--- src/hdl/lfir_pkg.sv ---
// Shared constants, codes and the command type of the line FIR filter.
package lfir_pkg;

    localparam int MAX_RADIUS = 32;
    localparam int MAX_LINE   = 4096;
    localparam int WIN_DEPTH  = 2 * MAX_RADIUS + 1;
    localparam int ADD_DEPTH  = MAX_RADIUS + 1;

    localparam int TAP_W  = 18;
    localparam int SMP_W  = 24;
    localparam int PROD_W = TAP_W + SMP_W;
    localparam int ACC_W  = 50;
    localparam int POS_W  = 12;
    localparam int CNT_W  = 13;
    localparam int RAD_W  = 6;
    localparam int WPTR_W = 7;
    localparam int APTR_W = 6;
    localparam int K_W    = 7;
    localparam int OCNT_W = 6;

    localparam int IN_DATA_W  = 80;
    localparam int OUT_DATA_W = 40;

    typedef enum logic [0:0] {
        ACT_SAMPLE = 1'b0,
        ACT_TAP    = 1'b1
    } t_action;

    typedef enum logic [1:0] {
        REG_RADIUS  = 2'd0,
        REG_REFLECT = 2'd1,
        REG_ADD_EN  = 2'd2
    } t_reg_idx;

    // One unit of work for the back end.
    typedef struct packed {
        logic                     is_tap;
        logic [K_W-1:0]           tap_index;
        logic signed [TAP_W-1:0]  tap_value;
        logic                     wr;        // store sample/addend
        logic signed [SMP_W-1:0]  smp;
        logic signed [SMP_W-1:0]  add;
        logic [WPTR_W-1:0]        wptr;      // window slot of sample n-1
        logic [APTR_W-1:0]        aptr;      // addend slot of sample n-1
        logic [CNT_W-1:0]         n;
        logic [POS_W-1:0]         xs;
        logic [OCNT_W-1:0]        cnt;
        logic [RAD_W-1:0]         rad;
        logic                     eol;
        logic                     ovf;
    } t_cmd;

endpackage

--- src/hdl/lfir_queue.sv ---
// Two-entry command queue between front and back end.
module lfir_queue import lfir_pkg::*; (
    input  logic i_clk,
    input  logic i_rst_n,
    input  logic i_push,
    input  t_cmd i_cmd,
    input  logic i_pop,
    output logic o_valid,
    output logic o_full,
    output t_cmd o_cmd
);

    t_cmd       r_mem [2];
    logic       r_wp, r_rp;
    logic [1:0] r_cnt;

    assign o_valid = (r_cnt != 2'd0);
    assign o_full  = (r_cnt == 2'd2);
    assign o_cmd   = r_mem[r_rp];

    always_ff @(posedge i_clk) begin
        if (i_push) begin
            r_mem[r_wp] <= i_cmd;
        end
    end

    always_ff @(posedge i_clk) begin
        if (!i_rst_n) begin
            r_wp  <= 1'b0;
            r_rp  <= 1'b0;
            r_cnt <= 2'd0;
        end else begin
            if (i_push) begin
                r_wp <= !r_wp;
            end
            if (i_pop) begin
                r_rp <= !r_rp;
            end
            r_cnt <= r_cnt + {1'b0, i_push} - {1'b0, i_pop};
        end
    end

endmodule

--- config.mk ---
export PLATFORM = sky130hd
export DESIGN_NAME = lfir_queue
export DESIGN_NICKNAME = d
export VERILOG_FILES = /design/src/hdl/lfir_pkg.sv /design/src/hdl/lfir_queue.sv
export SDC_FILE = /design/constraint.sdc
export NUM_CORES = 1
export LEC_CHECK = 0
export BUFFER_PORTS_ARGS = -buffer_cell sky130_fd_sc_hd__buf_2
export CAP_MARGIN = 20
export CORE_MARGIN = 2
export CORE_UTILIZATION = 37
export CTS_CLUSTER_DIAMETER = 60
export DETAILED_ROUTE_END_ITERATION = 8
export REMOVE_ABC_BUFFERS = 1
export SLEW_MARGIN = 20
export SYNTH_ARGS = -nofsm -noshare
export SYNTH_HDL_FRONTEND = slang
export SYNTH_SLANG_ARGS = --single-unit
--- constraint.sdc ---
create_clock -name i_clk -period 21.7 [get_ports i_clk]
set_input_delay 3.255 -clock i_clk [delete_from_list [all_inputs] [get_ports i_clk]]
set_output_delay 3.255 -clock i_clk [all_outputs]
set_load 0.005 [all_outputs]
==> results by stage <==
Clock tree:
- Post-CTS timing repair inserted 0 buffers for setup.
- The number of levels the H-tree was split into is 1.
- The worst-case clock buffer depth is 3.
- The clock tree from TritonCTS is yes.
- Buffers inserted during clock tree synthesis total 28.
- Counting every sink on the clock net gives 259.
- The cell at the root of the clock tree is clkbuf_16.
- In this run, post-CTS repair resized a total of 0 instances.
- The number of hold buffers added after CTS was 0.
- The source-to-sink clock delay at the later pin of the worst-skew pair is 0.54 ns.
- Clock-pin slew was measured on the worst setup and hold paths at 0.05 ns.

Die:
- The die outline height is 164 µm.
- After floorplanning, the core was sized to cover 25200 µm².
- 260 I/O pins were placed.
- For this configuration, the core starts out at a cell density of 37.7%.
- The die covers 27000 µm².
- The horizontal die dimension is 164 µm.
- The number of rows in the core area is 58.

Worst hold path:
- The kind of path behind the tightest hold check is reg -> reg.

Yosys:
- The post-synthesis sequential area ratio is 81.3%.
- The post-synthesis instance area is 9500 µm².
- The prevailing post-synth register cell is edfxtp_1.
- The largest area contributor in the netlist is edfxtp_1.
- For this run, asynchronously set or reset flops after synthesis account for 0%.
- Counting flops with a built-in enable in the synthesized netlist gives 254.
- The gate count after technology mapping is 416.
- The most frequent cell after synthesis is edfxtp_1.
- The share of Yosys cell area claimed by the top area cell type is 80.3%.
- Dividing the synthesized area by the synthesized cell count gives 22.8 µm².
- The unique cell type count in the Yosys netlist is 14.
- Ranked by total cell area, the synthesized netlist is headed by edfxtp_1 (80%), mux2_2 (11%), mux2_4 (4.7%), dfxtp_1 (1.1%), buf_6 (0.59%).
- The number of synthesized register bits is 259.
- The commonest cells after synthesis are edfxtp_1 (254), mux2_2 (97), mux2_4 (30), buf_2 (9).
- During synthesis, Yosys emitted a total of 0 warnings.

Pwr:
- The static leakage is 4.54 nW.
- Dividing total power by cell area gives a power density of 93.6 nW/µm².
- The worst-case vdd ir drop is 0.0000648 V.
- The final total power is 0.00112 W.

Global route:
- The via count of the first global-routing pass came to 4985.
- The first-pass GRT wire length is 26.8 mm.
- The total track usage is 12.8%.
- The maximum number of pins on one net before global-route repair is 69.
- For this run the aggregate overflow at the end of global routing stands at 0.
- The number of antenna violations at the first check in global routing was 3.

Finish:
- The share of final-layout standard cells stronger than drive strength 1 is 60.1%.
- The count of nets after finishing is 828.
- The core utilization of the finished layout is 47.6%.
- From synthesis to final layout, the design area changed by 26.2%.
- The total non-filler cell area in the finished layout is 12000 µm².

Timing:
- In the post-route analysis, the smallest setup slack over all paths is 15.45 ns.
- The slew at the pin with the worst max-slew slack is 0.986 ns.
- In this run the tightest slew margin relative to its limit is 34.3%.
- Setup repair after global routing left no endpoint under its margin.
- The fmax is 0.160 GHz.
- The post-route fraction of the period consumed by the critical path is 28.8%.
- The clock arrives with 0.0162 ns of skew.
- The number of max-slew violations in the final report is 0.
- The time the final worst path needs with I/O delays and setup is 6.25 ns.
- Summed over all failing endpoints, the final setup total negative slack is 0 ns.
- The number of hold-slack violations in the final timing report is 0.
- Setup violations remaining at the end of the flow were counted as 0.

Placement:
- The worst setup slack before clock tree synthesis is 15.92 ns.
- The quantity of I/O buffers inserted on ports is 259.
- Once detailed placement completed, the half-perimeter wirelength came to 11.8 mm.
- Routability-driven placement finished with a final weighted congestion of 0.745.
- Once placement finished, the instance area stood at 11200 µm².

Drt:
- The first-pass iteration count of the detailed router is 4.
- The routed wirelength normalized by instance count is 17.5 µm.
- In the routed layout, each cell is associated on average with a via count of 4.57.
- After detailed routing, the total wire length is 18.3 mm.
- For this block, the via count after detailed routing is 4780.
- In this run, the number of DRC markers left after iteration 0 of detailed routing was 290.
- After detailed routing, the number of remaining DRC violations is 0.
- The remaining antenna violation count is 0.

Setup path:
- The largest driver fanout on the critical path is 64.
- The cell type of the slowest stage on the worst timing path is dfxtp_4.
- The largest single stage delay on the critical path is 0.92 ns.
- The type of element capturing the critical path is an output port.
- The type of the worst setup path is reg -> out.
- The arrival time of data at the critical path endpoint is 3.00 ns.
- The critical path launch point type is a flip-flop.
- Walking the worst path, the cells encountered are buf_4 > mux2_2 > buf_2.
- The critical path required time is 18.45 ns.

Job:
- Max-cap violations in this run came to 0.

Status:
- The run finished with clean final reports.
==> flip-flops by register name (all words and copies together), names as in the netlist, named ones only <==
register  cells
r_wp          1
r_cnt         2
r_mem       254
r_rp          1
==> final timing paths <==
check                                        from                     end  cells past startpoint  slack, ns
worst min register to register  r_rp$_SDFFE_PN0P_               flip-flop                      2       0.57
worst max-delay path                    flip-flop               o_cmd[17]                      3      15.45
worst max register to register  r_wp$_SDFFE_PN0P_  r_mem[1][15]$_DFFE_PP_                      2      19.24
worst min-delay path            r_rp$_SDFFE_PN0P_               flip-flop                      2       0.57
==> worst max-delay path, delay by kind of cell (launching register included) <==
kind	cells	cell delay [ns]
buffers and inverters	2	0.96
DFF	1	0.92
muxes	1	0.43
==> layer usage <==
layer	GRT usage [%]	share of wire (%)
met1	15.2	39
met2	21.4	48
met3	4.42	8.8
met4	4.67	3.4
met5	0	0.16
==> placed cells by master (no fill, tap or decap), types with 4 or more instances in the layout <==
| master | n |
|---|---|
| buf_4 | 4 |
| buf_2 | 259 |
| clkbuf_16 | 28 |
| mux2_4 | 30 |
| clkinv_1 | 9 |
| mux2_2 | 97 |
| dfxtp_1 | 4 |
| edfxtp_1 | 254 |
| clkbuf_1 | 5 |
==> through the flow <==
stage                     hold WS [ns]  instances
after floorplan                  0.555        402
after global placement           0.557        995
after detailed placement         0.565        995
after CTS                        0.576       1044
after global routing             0.625       1044
final                            0.568       1045
==> final cells by class <==
class | count | area [µm²]
Fill cell | 2139 | 13200
Inverter | 2 | 7.51
Multi-Input combinational cell | 141 | 1670
Clock buffer | 33 | 719
Antenna cell | 1 | 2.50
Tap cell | 330 | 413
Sequential cell | 259 | 7730
Timing Repair Buffer | 263 | 1330
Clock inverter | 16 | 115
==> power by group <==
group	internal, W	total, W	switching, W
clock	0.000247	0.000430	0.000182
sequential	0.000579	0.000590	0.0000111
combinational	0.0000564	0.000102	0.0000457
total	0.000883	0.00112	0.000239
==> cells by family (layout without fill, tap and decap cells) <==
kind of cell	after synthesis	after routing	synth area share, %
AOI/OAI and AO/OA	1	1	0.0791
xor gates and xnor gates	2	2	0.329
adders and majority gates	2	2	0.263
buffers and inverters	16	314	1.15
DFF	259	259	81.3
muxes	127	127	16.2
other	0	1	0
and+or+nand+nor	9	9	0.593
No activity file was read; power rests on OpenSTA's default activity.
