$ cat config.mk
export PLATFORM = sky130hd
export DESIGN_NAME = lfir_front
export DESIGN_NICKNAME = d
export VERILOG_FILES = /design/src/hdl/lfir_pkg.sv /design/src/hdl/lfir_front.sv
export SDC_FILE = /design/constraint.sdc
export NUM_CORES = 1
export LEC_CHECK = 0
export BUFFER_PORTS_ARGS = -buffer_cell sky130_fd_sc_hd__buf_4
export CELL_PAD_IN_SITES_DETAIL_PLACEMENT = 0
export CELL_PAD_IN_SITES_GLOBAL_PLACEMENT = 1
export CORE_MARGIN = 1.5
export CORE_UTILIZATION = 30
export CTS_CLUSTER_DIAMETER = 60
export CTS_CLUSTER_SIZE = 10
export DETAILED_ROUTE_END_ITERATION = 6
export PLACE_DENSITY = 0.84
export SLEW_MARGIN = 5
export SYNTH_ARGS = -nofsm -noshare
export SYNTH_HDL_FRONTEND = slang
export SYNTH_SLANG_ARGS = --single-unit
export TNS_END_PERCENT = 1
$ cat constraint.sdc
create_clock -name i_clk -period 6.21 [get_ports i_clk]
set_input_delay 0.3105 -clock i_clk [delete_from_list [all_inputs] [get_ports i_clk]]
set_output_delay 0.3105 -clock i_clk [all_outputs]
set_load 0.02 [all_outputs]
$ cat src/hdl/lfir_pkg.sv
// Shared constants, codes and the command type of the line FIR filter.
package lfir_pkg;

    localparam int MAX_RADIUS = 32;
    localparam int MAX_LINE   = 4096;
    localparam int WIN_DEPTH  = 2 * MAX_RADIUS + 1;
    localparam int ADD_DEPTH  = MAX_RADIUS + 1;

    localparam int TAP_W  = 18;
    localparam int SMP_W  = 24;
    localparam int PROD_W = TAP_W + SMP_W;
    localparam int ACC_W  = 50;
    localparam int POS_W  = 12;
    localparam int CNT_W  = 13;
    localparam int RAD_W  = 6;
    localparam int WPTR_W = 7;
    localparam int APTR_W = 6;
    localparam int K_W    = 7;
    localparam int OCNT_W = 6;

    localparam int IN_DATA_W  = 80;
    localparam int OUT_DATA_W = 40;

    typedef enum logic [0:0] {
        ACT_SAMPLE = 1'b0,
        ACT_TAP    = 1'b1
    } t_action;

    typedef enum logic [1:0] {
        REG_RADIUS  = 2'd0,
        REG_REFLECT = 2'd1,
        REG_ADD_EN  = 2'd2
    } t_reg_idx;

    // One unit of work for the back end.
    typedef struct packed {
        logic                     is_tap;
        logic [K_W-1:0]           tap_index;
        logic signed [TAP_W-1:0]  tap_value;
        logic                     wr;        // store sample/addend
        logic signed [SMP_W-1:0]  smp;
        logic signed [SMP_W-1:0]  add;
        logic [WPTR_W-1:0]        wptr;      // window slot of sample n-1
        logic [APTR_W-1:0]        aptr;      // addend slot of sample n-1
        logic [CNT_W-1:0]         n;
        logic [POS_W-1:0]         xs;
        logic [OCNT_W-1:0]        cnt;
        logic [RAD_W-1:0]         rad;
        logic                     eol;
        logic                     ovf;
    } t_cmd;

endpackage

$ cat src/hdl/lfir_front.sv
// Front end: accepts input beats, tracks the line and issues commands.
module lfir_front import lfir_pkg::*; (
    input  logic                  i_clk,
    input  logic                  i_rst_n,
    input  logic                  i_valid,
    input  logic                  i_action,
    input  logic [IN_DATA_W-1:0]  i_data,
    input  logic                  i_last,
    output logic                  o_ready,
    input  logic [RAD_W-1:0]      i_radius,
    input  logic                  i_q_full,
    output logic                  o_push,
    output t_cmd                  o_cmd
);

    logic [CNT_W-1:0]  r_cnt, n_cnt;
    logic [RAD_W-1:0]  r_lrad, n_lrad;
    logic              r_ovf, n_ovf;
    logic [WPTR_W-1:0] r_wnext, n_wnext, r_wlast, n_wlast;
    logic [APTR_W-1:0] r_anext, n_anext, r_alast, n_alast;

    logic              acc;
    logic [RAD_W-1:0]  lrad;
    logic [CNT_W-1:0]  lrad_x, nm1, first;
    t_cmd              cmd;

    assign o_ready = !i_q_full;
    assign acc     = i_valid && o_ready;
    assign o_cmd   = cmd;

    always_comb begin
        if (r_cnt == '0) begin
            lrad = (i_radius > RAD_W'(MAX_RADIUS)) ? RAD_W'(MAX_RADIUS) : i_radius;
        end else begin
            lrad = r_lrad;
        end
        lrad_x = CNT_W'(lrad);

        cmd           = '0;
        cmd.tap_index = i_data[6:0];
        cmd.tap_value = i_data[24:7];
        cmd.smp       = i_data[48:25];
        cmd.add       = i_data[72:49];
        cmd.rad       = lrad;
        o_push        = 1'b0;
        nm1           = '0;
        first         = '0;

        n_cnt   = r_cnt;
        n_lrad  = r_lrad;
        n_ovf   = r_ovf;
        n_wnext = r_wnext;
        n_wlast = r_wlast;
        n_anext = r_anext;
        n_alast = r_alast;

        if (t_action'(i_action) == ACT_TAP) begin
            cmd.is_tap = 1'b1;
            o_push     = acc;
        end else if (r_cnt < CNT_W'(MAX_LINE)) begin
            cmd.wr   = 1'b1;
            cmd.wptr = r_wnext;
            cmd.aptr = r_anext;
            cmd.n    = r_cnt + 1'b1;
            o_push   = acc;
            if (acc) begin
                n_cnt   = r_cnt + 1'b1;
                n_lrad  = lrad;
                n_wlast = r_wnext;
                n_alast = r_anext;
                n_wnext = (r_wnext == WPTR_W'(WIN_DEPTH - 1)) ? '0 : r_wnext + 1'b1;
                n_anext = (r_anext == APTR_W'(ADD_DEPTH - 1)) ? '0 : r_anext + 1'b1;
            end
            nm1 = r_cnt;
        end else begin
            // line too long: sample dropped
            cmd.wptr = r_wlast;
            cmd.aptr = r_alast;
            cmd.n    = r_cnt;
            o_push   = acc && i_last;
            nm1      = r_cnt - 1'b1;
            if (acc) begin
                n_ovf = 1'b1;
            end
        end

        if (t_action'(i_action) == ACT_SAMPLE) begin
            first = (nm1 >= lrad_x) ? nm1 - lrad_x : '0;
            if (i_last) begin
                cmd.eol = 1'b1;
                cmd.ovf = n_ovf;
                cmd.xs  = POS_W'(first);
                cmd.cnt = OCNT_W'(cmd.n - first);
                if (acc) begin
                    n_cnt  = '0;
                    n_ovf  = 1'b0;
                    n_lrad = '0;
                end
            end else begin
                cmd.xs  = POS_W'(first);
                cmd.cnt = (nm1 >= lrad_x) ? OCNT_W'(1) : '0;
                cmd.ovf = r_ovf;
            end
        end
    end

    always_ff @(posedge i_clk) begin
        if (!i_rst_n) begin
            r_cnt   <= '0;
            r_lrad  <= '0;
            r_ovf   <= 1'b0;
            r_wnext <= '0;
            r_wlast <= '0;
            r_anext <= '0;
            r_alast <= '0;
        end else begin
            r_cnt   <= n_cnt;
            r_lrad  <= n_lrad;
            r_ovf   <= n_ovf;
            r_wnext <= n_wnext;
            r_wlast <= n_wlast;
            r_anext <= n_anext;
            r_alast <= n_alast;
        end
    end

endmodule

==> results.sh, run 1 <==
export IMPL_status="finished, final reports clean"
export IMPL_path_clk_slew_ns=0.07
export IMPL_relSlewSlack=0.234
export IMPL_worst_pin_slew_ns=1.14
export IMPL_die_w_um=121
export IMPL_async_reset_ff_frac=0
export IMPL_die_area_sq_um=14700
export IMPL_finalMaxSlewViolations=0
export IMPL_cts_buffers=5
export IMPL_timing_rr_end="r_anext[5]"
export IMPL_arrival_ns=5.26
export IMPL_synth_top_family_by_area="simple AND/OR/NAND/NOR gates"
export IMPL_finalHoldViolCount=0
export IMPL_dr_total_vias=3514
export IMPL_start_util=0.312
export IMPL_dp_hpwl_mm=7.70
export IMPL_rsz0062_at_grt="no"
export IMPL_dp_cells=703
export IMPL_layout_nets=647
export IMPL_synthAdderAreaFrac=0.0664
export IMPL_synth_simple_area_share=0.256
export IMPL_area_delta_synth_final_pct=5.57
export IMPL_cts_htree_levels=2
export IMPL_grt_pass1_vias=3372
export IMPL_cp_required_ns=5.90
export IMPL_drtPass1Iterations=4
export IMPL_n_antenna_cell=0
export IMPL_final_setup_worst_slack_ns=0.640
export IMPL_cts_root_buffer="clkbuf_16"
export IMPL_clock_fmax_mhz=180
export IMPL_hold_path_end="r_lrad[5]"
export IMPL_clock_latency_ns=0.28
export IMPL_synth_edff_count=0
export IMPL_drt_vias_per_instance=4.94
export IMPL_cts_tree="done"
export IMPL_worstHoldStart="i_radius[5]"
export IMPL_finalSetupViolCount=0
export IMPL_syn_area_sq_um=4180
export IMPL_antenna_found_initial=0
export IMPL_cp_max_fo=13
export IMPL_die_h_um=121
export IMPL_drive_gt1_frac=0.178
export IMPL_register_area_sq_um=921
export IMPL_final_util=0.329
export IMPL_boundaryPins=221
export IMPL_avgSynthCellArea_sq_um=7.49
export IMPL_p_leak_nw=1.74
export IMPL_final_common_cell="nor2_1"
export IMPL_yosysUniqueCellTypes=58
export IMPL_stdcell_count=711
export IMPL_maxCapViolations=0
export IMPL_critPathCaptureType="output pin"
export IMPL_multi_input_area_sq_um=2510
export IMPL_hp_class="in2reg"
export IMPL_regToRegSetupSlack_ns=3.58
export IMPL_wl_mm=10.1
export IMPL_skew_ns=0.00495
export IMPL_cp_start_kind="register"
export IMPL_tns_ns=0
export IMPL_cts_resized=0
export IMPL_rr_startpoint="r_cnt[12]"
export IMPL_yosysSeqAreaShare=0.220
export IMPL_globalRouteTotalUtil=0.137
export IMPL_clock_sinks=46
export IMPL_syn_nets=671
export IMPL_final_cell_mix="nor2_1, buf_4, nand2_1"
export IMPL_report_power_total_w=0.000732
export IMPL_fillers=1462
export IMPL_dp_worst_setup_slack_ns=0.954
export IMPL_synthMuxAreaShare=0.0649
export IMPL_grt_max_degree=50
export IMPL_period_minus_slack_ns=5.57
export IMPL_reg2regPathDepth=8
export IMPL_grt_pass1_wl_mm=16.5
export IMPL_wire_per_inst_um=14.2
export IMPL_finalWeightedCongestion=0.845
export IMPL_syn_instance_count=558
export IMPL_p_per_area_nw_per_um2=166
export IMPL_vdd_drop_max_mv=0.125
export IMPL_first_iter_violations=110
export IMPL_synth_seq_cells=46
export IMPL_num_rows=42
export IMPL_yosysWarnings=0
export IMPL_postCtsSetupBuffers=0
export IMPL_synthXorXnorAreaFrac=0.0943
export IMPL_fin_crit_sh=0.897
export IMPL_drc_errors=0
export IMPL_synth_compound_area_share=0.120
export IMPL_drtAntennaViolNets=0
export IMPL_yosys_most_used_dff="dfxtp_1"
export IMPL_overflow=0
export IMPL_clk_path_buf_depth=2
export IMPL_port_buffers=67
export IMPL_coreArea_sq_um=13400
export IMPL_postCtsHoldBufs=0
export IMPL_hold_path_depth=3
export IMPL_worst_setup_path_type="reg2out"
## power by group
part	internal [W]	switching, W
logic	0.0000678	0.0000977
registers	0.000297	0.00000409
clock network	0.000151	0.000114
## kinds of logic (layout without fill, tap and decap cells)
family                   Yosys count  in the layout
XOR/XNOR                          45             45
flip-flops                        46             46
AND/OR/NAND/NOR                  221            221
buffers and inverters            122             99
AO/OA/AOI/OAI                     76             76
adder cells (fa/ha/maj)           21             21
multiplexers                      27             27
## cell usage after synthesis (2+ instances only)
library cell,count,share of area
o21a_1,3,0.0054
buf_2,2,0.0024
ha_1,19,0.057
buf_4,74,0.13
xnor2_1,22,0.046
o21ai_1,2,0.0024
a21oi_1,22,0.026
dfxtp_1,46,0.22
o21bai_1,2,0.0036
nor2b_1,11,0.016
fa_1,2,0.0096
clkbuf_1,20,0.018
nand3_1,11,0.013
o21ai_0,15,0.018
inv_1,20,0.018
nor4b_1,2,0.0042
or4_4,2,0.0054
a21boi_0,15,0.027
mux2i_1,26,0.062
nand2_1,58,0.052
a211oi_1,4,0.0072
xor2_1,23,0.048
or2_2,3,0.0045
nor4_1,3,0.0045
nor2_1,84,0.075
buf_1,5,0.0045
nor3_1,6,0.0072
nand4_1,8,0.012
or4_1,4,0.0072
o31a_1,2,0.0042
and3_1,6,0.0090
or3_1,7,0.010
nand2b_1,4,0.0060
## flip-flops by register name (all words and copies together) (netlist names)
signal / count
r_cnt: 13
r_wnext: 7
r_ovf: 1
r_alast: 6
r_anext: 6
r_lrad: 6
r_wlast: 7
## critical path, cell delays in order (launching register included)
cell and delay (ns):
dfxtp_1 0.44, or4_4 0.60, nor2_1 0.18, nand3_1 0.37
o21ai_0 0.59, ha_1 0.28, nor2b_1 0.07, o31a_1 0.28
o31ai_1 0.21, buf_4 0.18, and2_4 0.16, nand2_4 0.09
nand2_1 0.13, ha_1 0.23, nor2b_1 0.14, nor3_1 0.18
o21bai_1 0.11, a21oi_1 0.18, xor2_1 0.19, xnor2_1 0.14
nor2_1 0.07, buf_4 0.17
## stage by stage
step                hold slack, ns  area, sq um
finish                       0.328         4410
global route                 0.346         4410
CTS                          0.324         4410
detailed placement           0.456         4260
global placement             0.449         4260
floorplan                    0.438         4180
## worst max-delay path by stage
stage | startpoint | endpoint | slack, ns
finish | r_cnt[7] | o_cmd[13] | 0.64
global route | r_cnt[7] | o_cmd[13] | 0.25
CTS | r_cnt[7] | o_cmd[13] | 0.63
detailed placement | r_cnt[7] | o_cmd[13] | 0.95
global placement | r_cnt[7] | o_cmd[13] | 1.08
floorplan | r_cnt[5] | o_cmd[13] | 1.11
## final cells by class
class	count	share of cell area
tap	176	0.0499
multi-input combinational	390	0.570
inverter	20	0.0170
clock inverter	3	0.00567
timing repair buffer	71	0.121
clock buffer	5	0.0283
sequential	46	0.209
## routing by layer
| layer | up-vias | track usage | share of wire |
|---|---|---|---|
| met5 | - | 0 | 0 |
| met3 | 36 | 0.0202 | 0.057 |
| met4 | 0 | 0.0471 | 0.020 |
| met2 | 109 | 0.248 | 0.49 |
| li1 | 1739 | - | - |
| met1 | 1630 | 0.164 | 0.43 |
Power figures use the tool's default switching activity.
==> run 2, diff against run 1 <==
Settings changed: ABC_AREA set to 1, PLACE_DENSITY 0.84 to 0.86.
==> results.sh, run 2 <==
export IMPL_die_w_um=121
export IMPL_p_per_area_nw_per_um2=217
export IMPL_grt_pass1_wl_mm=16.2
export IMPL_finalMaxSlewViolations=0
export IMPL_cp_start_kind="register"
export IMPL_syn_area_sq_um=4200
export IMPL_cp_required_ns=5.90
export IMPL_cts_tree="done"
export IMPL_die_area_sq_um=14700
export IMPL_boundaryPins=221
export IMPL_drc_errors=0
export IMPL_internal_power_w=0.000622
export IMPL_arrival_ns=4.40
export IMPL_port_buffers=67
export IMPL_critPathCaptureType="output pin"
export IMPL_critPathBufInv=4
export IMPL_die_h_um=121
export IMPL_cts_root_buffer="clkbuf_16"
export IMPL_avgSynthCellArea_sq_um=6.73
export IMPL_dp_worst_setup_slack_ns=1.79
export IMPL_final_common_cell="nand2_1"
export IMPL_rsz0062_at_grt="no"
export IMPL_skew_ns=0.00778
export IMPL_biggestRegsByFlops="r_cnt (13), r_wlast (7), r_wnext (7)"
export IMPL_synth_top_cells_by_count="nand2_1, buf_4, inv_1, nor2_1, dfxtp_1"
export IMPL_clk_path_buf_depth=2
export IMPL_finalWeightedCongestion=0.836
export IMPL_netSwitchingFraction=0.356
export IMPL_postCtsSetupBuffers=0
export IMPL_period_minus_slack_ns=4.71
export IMPL_yosysMostFrequentCell="nand2_1"
export IMPL_wl_mm=9.96
export IMPL_placed_area_sq_um=4260
export IMPL_synth_top_area_share=0.219
export IMPL_finalInstanceArea_sq_um=4440
export IMPL_critical_path_top_delay_family="simple AND/OR/NAND/NOR gates"
export IMPL_globalRouteTotalUtil=0.138
export IMPL_yosysWarnings=0
export IMPL_wire_per_inst_um=12.7
export IMPL_layout_nets=719
export IMPL_cp_max_fo=7
export IMPL_cts_htree_levels=2
export IMPL_postCtsHoldBufs=0
export IMPL_status="finished, final reports clean"
export IMPL_async_reset_ff_frac=0
export IMPL_p_switching_w=0.000343
export IMPL_synth_edff_count=0
export IMPL_pwr_share_clk=0.327
export IMPL_fin_crit_sh=0.759
export IMPL_overflow=0
export IMPL_worst_setup_path_type="reg2out"
export IMPL_drt_vias_per_instance=4.58
export IMPL_clock_fmax_mhz=212
export IMPL_first_iter_violations=192
export IMPL_yosys_most_used_dff="dfxtp_1"
export IMPL_final_cell_mix="nand2_1, inv_1, nor2_1"
export IMPL_finalSetupViolCount=0
export IMPL_largest_reg_flops=13
export IMPL_p_leak_nw=2.01
export IMPL_syn_instance_count=624
export IMPL_worst_hold_slack_ns=0.310
export IMPL_drive_gt1_frac=0.216
export IMPL_dp_hpwl_mm=7.72
export IMPL_cp_slowest_cell="dfxtp_1"
export IMPL_grt_pass1_vias=3369
export IMPL_clock_sinks=46
export IMPL_path_common_cell="nand2_1"
export IMPL_yosysUniqueCellTypes=45
export IMPL_syn_nets=737
export IMPL_worst_pin_slew_ns=0.807
export IMPL_grt_max_degree=37
export IMPL_path_clk_slew_ns=0.07
export IMPL_coreArea_sq_um=13800
export IMPL_clock_latency_ns=0.29
export IMPL_seqPwrFrac=0.324
export IMPL_start_util=0.305
export IMPL_final_setup_worst_slack_ns=1.50
export IMPL_cts_buffers=5
export IMPL_relSlewSlack=0.461
export IMPL_cts_resized=0
export IMPL_p_comb_frac=0.350
export IMPL_finalHoldViolCount=0
export IMPL_hp_class="in2reg"
export IMPL_area_delta_synth_final_pct=5.69
export IMPL_tns_ns=0
export IMPL_dr_total_vias=3604
export IMPL_yosysSeqAreaShare=0.219
export IMPL_n_antenna_cell=0
export IMPL_drtAntennaViolNets=0
export IMPL_antenna_found_initial=0
export IMPL_synth_area_leaders="dfxtp_1, buf_4, nand2_1, inv_1, nor2_1"
export IMPL_vdd_drop_max_mv=0.106
export IMPL_critPathMaxStageDelay_ns=0.40
export IMPL_maxCapViolations=0
export IMPL_num_rows=43
export IMPL_synth_area_leader_cell="dfxtp_1"
export IMPL_drtPass1Iterations=4
export IMPL_regMostFlops="r_cnt"
export IMPL_synth_seq_cells=46
-- run 2: changes by cell type after synthesis, sizes merged, moves of 10 or more --
| cell | before | now |
|---|---|---|
| nand2 | 60 | 106 |
| xnor2 | 22 | 4 |
| o21ai | 17 | 40 |
| xor2 | 23 | 12 |
| nand3 | 11 | 21 |
| nor2b | 11 | 0 |
| a21boi | 15 | 0 |
| a211oi | 4 | 14 |
| mux2i | 26 | 0 |
| inv | 20 | 89 |
| clkbuf | 20 | 7 |
| a21oi | 22 | 35 |
-- run 2: final cells by class --
cell class | instances | area [sq um]
flip-flops and latches | 46 | 921
fillers | 1553 | 9340
inverters | 91 | 347
well taps | 180 | 225
multi-input cells | 393 | 2250
repair buffers | 69 | 518
clock buffers | 5 | 125
clock inverters | 3 | 48.8
-- run 2: worst paths after layout --
kind	from	to	slack, ns	depth (start not counted)
worst max-delay path	r_cnt[9]	o_cmd[13]	1.50	31
worst min-delay path	i_rst_n	r_wnext[1]	0.31	3
worst min register to register	r_wlast[1]	r_wlast[1]	0.45	2
worst max register to register	r_cnt[12]	r_anext[5]	3.45	9
-- run 2: logic make-up (layout without fill, tap and decap cells) --
| logic type | count (synthesis) | after routing | share of synthesized area |
|---|---|---|---|
| flip-flops | 46 | 46 | 0.219 |
| buffers and inverters | 185 | 168 | 0.244 |
| XOR/XNOR | 16 | 16 | 0.0334 |
| AND/OR/NAND/NOR | 245 | 245 | 0.276 |
| adder cells (fa/ha/maj) | 21 | 21 | 0.0662 |
| AO/OA/AOI/OAI | 111 | 111 | 0.161 |
-- run 2: power by group through the flow --
stage / Clock (W) / Sequential [W] / Combinational [W]
floorplan: 0 / 0.000315 / 0.000313
global route: 0.000333 / 0.000314 / 0.000380
detailed placement: 0 / 0.000319 / 0.000341
finish: 0.000315 / 0.000312 / 0.000337
CTS: 0.000322 / 0.000312 / 0.000342
global placement: 0 / 0.000319 / 0.000337
-- run 2: per-stage QoR --
step	total power [W]	instances	util
floorplan	0.000628	624	-
global placement	0.000656	779	0.309
detailed placement	0.000660	779	0.309
CTS	0.000976	787	0.322
global route	0.00103	787	0.322
finish	0.000965	787	0.322
-- run 2: worst register-to-register path, stage by stage, from the launching register on --
cell and delay, ns:
dfxtp_1 0.48, nor2_8 0.23, inv_2 0.19, nor2_4 0.67, inv_2 0.43, nor2_1 0.25
inv_1 0.08, nor2_1 0.13, a21oi_1 0.09, o21a_1 0.12
-- run 2: per-layer routing --
metal	GRT usage	vias up	wire length, um
li1	-	1897	-
met3	0.0263	16	642
met4	0.0353	0	107
met2	0.234	85	4520
met1	0.180	1606	4690
met5	0	-	0
